File: src/sv/rbd_pkg.sv
// rbd_pkg: shared types and constants for the RGB box downsampler.
// Holds the beat structs, register indexes and lane geometry.
// No dependencies.
`default_nettype none
package rbd_pkg;

  // Default column capacity of the source image.
  localparam int MaxSrcWidthDef = 2048;
  // The row counter is fixed: the height register never enables past this.
  localparam int MaxSrcHeight = 2048;
  localparam int RowW = $clog2(MaxSrcHeight);

  localparam int CfgW = 12;
  localparam int CfgIdxW = 2;
  localparam int ChanW = 8;
  localparam int LaneW = 12;
  localparam int SumW = 3 * LaneW;

  // Register indexes of the configuration port.
  localparam logic [CfgIdxW-1:0] REG_BLOCK_MODE = 2'd0;
  localparam logic [CfgIdxW-1:0] REG_SRC_WIDTH = 2'd1;
  localparam logic [CfgIdxW-1:0] REG_SRC_HEIGHT = 2'd2;

  // Block modes.
  localparam logic [1:0] MODE_2X2 = 2'd1;
  localparam logic [1:0] MODE_4X4 = 2'd2;

  localparam logic [1:0] RESET_MODE = MODE_2X2;
  localparam logic [CfgW-1:0] RESET_WIDTH = 12'd640;
  localparam logic [CfgW-1:0] RESET_HEIGHT = 12'd480;

  typedef struct packed {
    logic [ChanW-1:0] in_red;
    logic [ChanW-1:0] in_green;
    logic [ChanW-1:0] in_blue;
  } in_pix_t;

  typedef struct packed {
    logic [ChanW-1:0] out_red;
    logic [ChanW-1:0] out_green;
    logic [ChanW-1:0] out_blue;
    logic             row_end;
    logic             frame_end;
  } out_pix_t;

endpackage
`default_nettype wire

File: src/sv/rbd_outq.sv
// rbd_outq: two-entry result queue that decouples the pipeline from out_stall.
// Uses rbd_pkg for the output beat type.
`default_nettype none
module rbd_outq (
  input  wire logic              clk,
  input  wire logic              rst,
  input  wire logic              push,
  input  wire rbd_pkg::out_pix_t push_data,
  output logic                   out_valid,
  input  wire logic              out_stall,
  output rbd_pkg::out_pix_t      out_data,
  output logic [1:0]             count
);
  import rbd_pkg::*;

  out_pix_t q [2];
  logic     wr_ptr;
  logic     rd_ptr;
  logic     pop;

  assign out_valid = (count != 2'd0);
  assign out_data = q[rd_ptr];
  assign pop = out_valid && !out_stall;

  always_ff @(posedge clk) begin
    if (push) begin
      q[wr_ptr] <= push_data;
    end
  end

  always_ff @(posedge clk) begin
    if (rst) begin
      wr_ptr <= 1'b0;
      rd_ptr <= 1'b0;
      count <= 2'd0;
    end else begin
      if (push) begin
        wr_ptr <= !wr_ptr;
      end
      if (pop) begin
        rd_ptr <= !rd_ptr;
      end
      case ({push, pop})
        2'b10:   count <= count + 2'd1;
        2'b01:   count <= count - 2'd1;
        default: count <= count;
      endcase
    end
  end

  // The upstream credit check must never let a push land on a full queue.
  assert property (@(posedge clk) disable iff (rst) push |-> (count != 2'd2))
    else $error("rbd_outq: push into full queue");

endmodule
`default_nettype wire
File: config.mk
export PLATFORM = sky130hd
export DESIGN_NAME = rbd_outq
export DESIGN_NICKNAME = d
export VERILOG_FILES = /design/src/sv/rbd_pkg.sv /design/src/sv/rbd_outq.sv
export SDC_FILE = /design/constraint.sdc
export NUM_CORES = 1
export LEC_CHECK = 0
export BUFFER_PORTS_ARGS = -buffer_cell sky130_fd_sc_hd__buf_2
export CAP_MARGIN = 20
export CORE_ASPECT_RATIO = 0.5
export CORE_MARGIN = 1
export CORE_UTILIZATION = 50
export CTS_CLUSTER_DIAMETER = 30
export CTS_CLUSTER_SIZE = 8
export DETAILED_ROUTE_END_ITERATION = 7
export GPL_TIMING_DRIVEN = 0
export PLACE_DENSITY = 0.77
export SYNTH_ARGS = -nofsm -noshare
export SYNTH_HDL_FRONTEND = slang
export SYNTH_SLANG_ARGS = --single-unit
File: constraint.sdc
create_clock -name clk -period 2.3 [get_ports clk]
set_input_delay 0.23 -clock clk [delete_from_list [all_inputs] [get_ports clk]]
set_output_delay 0.23 -clock clk [all_outputs]
set_load 0.1 [all_outputs]
Word-level counts from Yosys, hierarchy flattened

Memories as Yosys holds them, arrays and structs flattened. A register that Yosys moved wholly into a read port is not among the register bits.
Index checks and enable logic that the tools add are counted.

Register bits after elaboration: 4
Bits in latches: 0
Bits in writable memories: 52
Memory bits (read-only): 0
Input port bits: 30
Output and inout bits: 29
Word-level logic and storage cells: 19
Memories kept: 1

Memories:

| name | depth | bits a word | rd ports | clocked after memory_dff | write ports | line           | source |
|---|---|---|---|---|---|---|---|
| q    | 2     | 26          | 1        | 1                        | 1           | rbd_outq.sv:16 | `out_pix_t q [2];` |

Add/subtract/negate cells: 2
Multipliers: 0
Div/mod/pow operators: 0
$lt $le $gt $ge: 0
Eq/ne operators: 2
Shifts and indexed selects: 0
Muxes and demuxes: 5
Bitwise gates (word level): 0
Reductions and logical operators: 6

Operators by type and width:

| kind                                              | number |
|---|---|
| 2-to-1 mux 1 bit                                  | 4 |
| case mux 2 bit (2 select lines)                   | 1 |
| nonzero test 2 bit                                | 2 |
| logical NOT 1 bit                                 | 3 |
| adder 2 x 1 -> 2 bit (second input constant)      | 1 |
| == test 2 x 1 -> 1 bit (second input constant)    | 1 |
| == test 2 bit (second input constant)             | 1 |
| subtractor 2 x 1 -> 2 bit (second input constant) | 1 |
| logical AND 1 bit                                 | 1 |

Logic depth before layout (Yosys ltp)

Word-level depth: 4
Gate-level depth with buffers: 6
Depth with buffers taken out: 6

Worst setup path before layout

No wires, ideal clock.

Path kind: register to register
From: register count[0]
To: register count[1]
Setup time: 0.070 ns
Data arrival time: 1.994 ns
Required time: 2.230 ns
Path slack: 0.237 ns
Stages on the path, launching flop included: 6
Path buffers: 0
Period minus slack after synthesis: 2.063 ns
Cells stage by stage: dfxtp_1 > nor2_1 > nor2_1 > ha_1 > or3_1 > a21oi_1

Word-level cells in the longest chain between the ends: 4
Elaborated cells between the ends (all ways): 8
Those cells by class: add/sub (2); eq/ne (2); mux (1); reduce/logical (3)

Ends and longest elaborated chain:

| item                                                                         | line           | source |
|---|---|---|
| from (decl)                                                                  | rbd_outq.sv:12 | `output logic [1:0] count` |
| from (signal assigned)                                                       | rbd_outq.sv:44 | `2'b10: count <= count + 2'd1;` |
| from (signal assigned)                                                       | rbd_outq.sv:45 | `2'b01: count <= count - 2'd1;` |
| from (signal assigned)                                                       | rbd_outq.sv:46 | `default: count <= count;` |
| nonzero test 2 bit *                                                         | rbd_outq.sv:21 | `assign out_valid = (count != 2'd0);` |
| logical AND 1 bit *                                                          | rbd_outq.sv:23 | `assign pop = out_valid && !out_stall;` |
| named net pop                                                                | rbd_outq.sv:19 | `logic pop;` |
| == test 2 x 1 -> 1 bit / == test 2 bit (equally long branches)               | rbd_outq.sv:43 | `case ({push, pop})` |
| case mux 2 bit (2 select lines) / nonzero test 2 bit (equally long branches) | --             |  |

Mark *: on every way through the listed nets, which the timed path passes. The rest lies on a longest branch.
A chain may end at the register's enable or synchronous reset.

==> flow_summary.toml <==
[run_status]
outcome = "finished, violations left"
violations = "design-rule violations"

[logic_synthesis]
ys_ff_latch = 57
synth-seq-area-share = 0.799
synth_compound_area_frac = 0.0120
synth-simple-area-share = 0.0180
synth_cell_types = 14
synth_area_um2 = 2080
synth_top_area_cell = "edfxtp_1"
synth_area_leaders = "edfxtp_1 75%, mux2_2 14%, dfxtp_1 4.8%"
syn_inst = 105
synth_top_cell_area_share = 0.750
avgSynthCellArea_um2 = 19.8
synth_top_family_by_area = "multiplexers"
synth_xor_area_frac = 0.0126
muxShareOfSynthArea = 0.141
synthAdderAreaFrac = 0.00601
synth_nets = 136
yosys_warnings = 0

[clock_network]
cts_made_buffers = 9
path_clk_slew_ps = 60
ctsHtreeMaxLevel = 3
cts.sinks = 57
cts_tree = "done"
cts_resized = 0
clk_path_buf_depth = 2
post_cts_buffers = 0
clkLatencyLatePin_ps = 320
ctsHoldBuffers = 0
cts-root-buf = "clkbuf_8"

[global_routing]
antenna_found_initial = 0
overflow = 0
grt_max_degree = 16
grt_usage = 0.163
grt_pass1_vias = 1055
grt_pass1_wl_mm = 4.82

[timing]
drv_slew = 0
setup_tns_ps = 0
hold_viol = 0
max_freq_mhz = 497
tightest_slew_ps = 718
post-route-min-period_ps = 2010
fin_skew_ps = 7.97
fin_ws_ps = 288
slew_headroom = 0.521
whs_ps = 98.1
grt_setup_unrepaired = "false"
setup_violations = 0
period_share = 0.875

[place]
dpl_cell_area_um2 = 2480
place.gp.congestion = 0.694
dp_hpwl_mm = 2.36
dp.cells = 219
portBuffers = 58
dp_slack_ps = 613

[floorplan]
core-area_um2 = 3940
die_y_um = 47.6
ioPinCount = 59
die_w_um = 93.2
initial_core_util = 0.528
fp-row-count = 16
dieArea_um2 = 4440

[drt]
dr.pass1.iters = 6
drcViolationCount = 1
drtAntennaViolNets = 0
dr_total_vias = 1127
wire_per_inst_um = 14.7
vias_per_cell = 4.82
drt-initial-drc-count = 38
wirelength_mm = 3.43

[finish]
design_area_um2 = 2630
final_common_cell = "buf_2"
num-nets-final = 207
fin_util = 0.667
final_cells = 234
drive_gt1_frac = 0.550
diodes = 0
syn_to_final_growth_pct = 26.4
mostFrequentLayoutCells = "60 x buf_2, 52 x edfxtp_1, 26 x mux2_2"

[power_and_ir_drop]
powerDensity_nw_per_um2 = 1270
finalPower_mw = 3.34
ir_worst_vdd_uv = 706
leakage_nw = 1.01

[setup_path]
cp.required_ps = 2070
cp_max_fo = 10
cp-end-kind = "primary output"
cp.arrival_ps = 1780
cp-start-kind = "register"
path_class = "register to primary output"
rr_startpoint = "wr_ptr"

[min_path]
hold_class = "input port to register"
min-delay-start = "push_data[24]"

[run]
drv_cap = 0
worst max-delay path, stage by stage (launching register included):
cell and delay [ps]:
dfxtp_1 300, buf_2 200, buf_2 290, mux2_2 380, buf_2 290
synth_stat cells:
cell,instances
edfxtp_1,52
a21oi_1,3
mux2_2,26
buf_4,1
inv_1,2
buf_2,2
xnor2_1,2
o21ai_0,2
ha_1,1
dfxtp_1,5
or3_1,2
nor2_1,5
xor2_1,1
and2_1,1
power by group:
| group | switching (mW) | internal (mW) | total (mW) |
|---|---|---|---|
| sequential | 0.0341 | 1.22 | 1.26 |
| combinational | 1.10 | 0.269 | 1.37 |
| clock | 0.327 | 0.383 | 0.710 |
| total | 1.47 | 1.88 | 3.34 |
logic make-up after synthesis:
kind of cell / Yosys count
flip-flops: 57
multiplexers: 26
AND/OR/NAND/NOR: 8
AO/OA/AOI/OAI: 5
buffers and inverters: 5
XOR/XNOR: 3
adder cells (fa/ha/maj): 1
per-layer routing:
layer,global-route usage,part of all wire,wire (µm),up-vias
li1,-,-,-,545
met4,0.0923,0.0079,27,0
met1,0.175,0.41,1400,546
met2,0.291,0.53,1820,32
met5,0,0,0,-
met3,0.0698,0.054,187,4
worst paths after layout:
| kind | cells past startpoint | to | slack, ps |
|---|---|---|---|
| setup / recovery | 4 | out_data[6] | 290 |
| hold reg to reg | 2 | count[1] | 510 |
| hold / removal | 1 | q[1][24] | 100 |
| setup reg to reg | 2 | q[1][7] | 790 |
final cells by class:
class | count | area (µm²)
clock buffer | 14 | 143
multi-input combinational | 43 | 397
timing repair buffer | 60 | 333
tap | 54 | 67.6
sequential | 57 | 1660
fill | 296 | 1310
clock inverter | 1 | 3.75
buffer | 3 | 17.5
inverter | 2 | 7.51
sequential cells by signal (all words and copies together) (netlist names), named ones only:
| register | flops |
|---|---|
| q | 52 |
| wr_ptr | 1 |
| count | 2 |
| rd_ptr | 1 |
(Power assumes the default switching activity.)
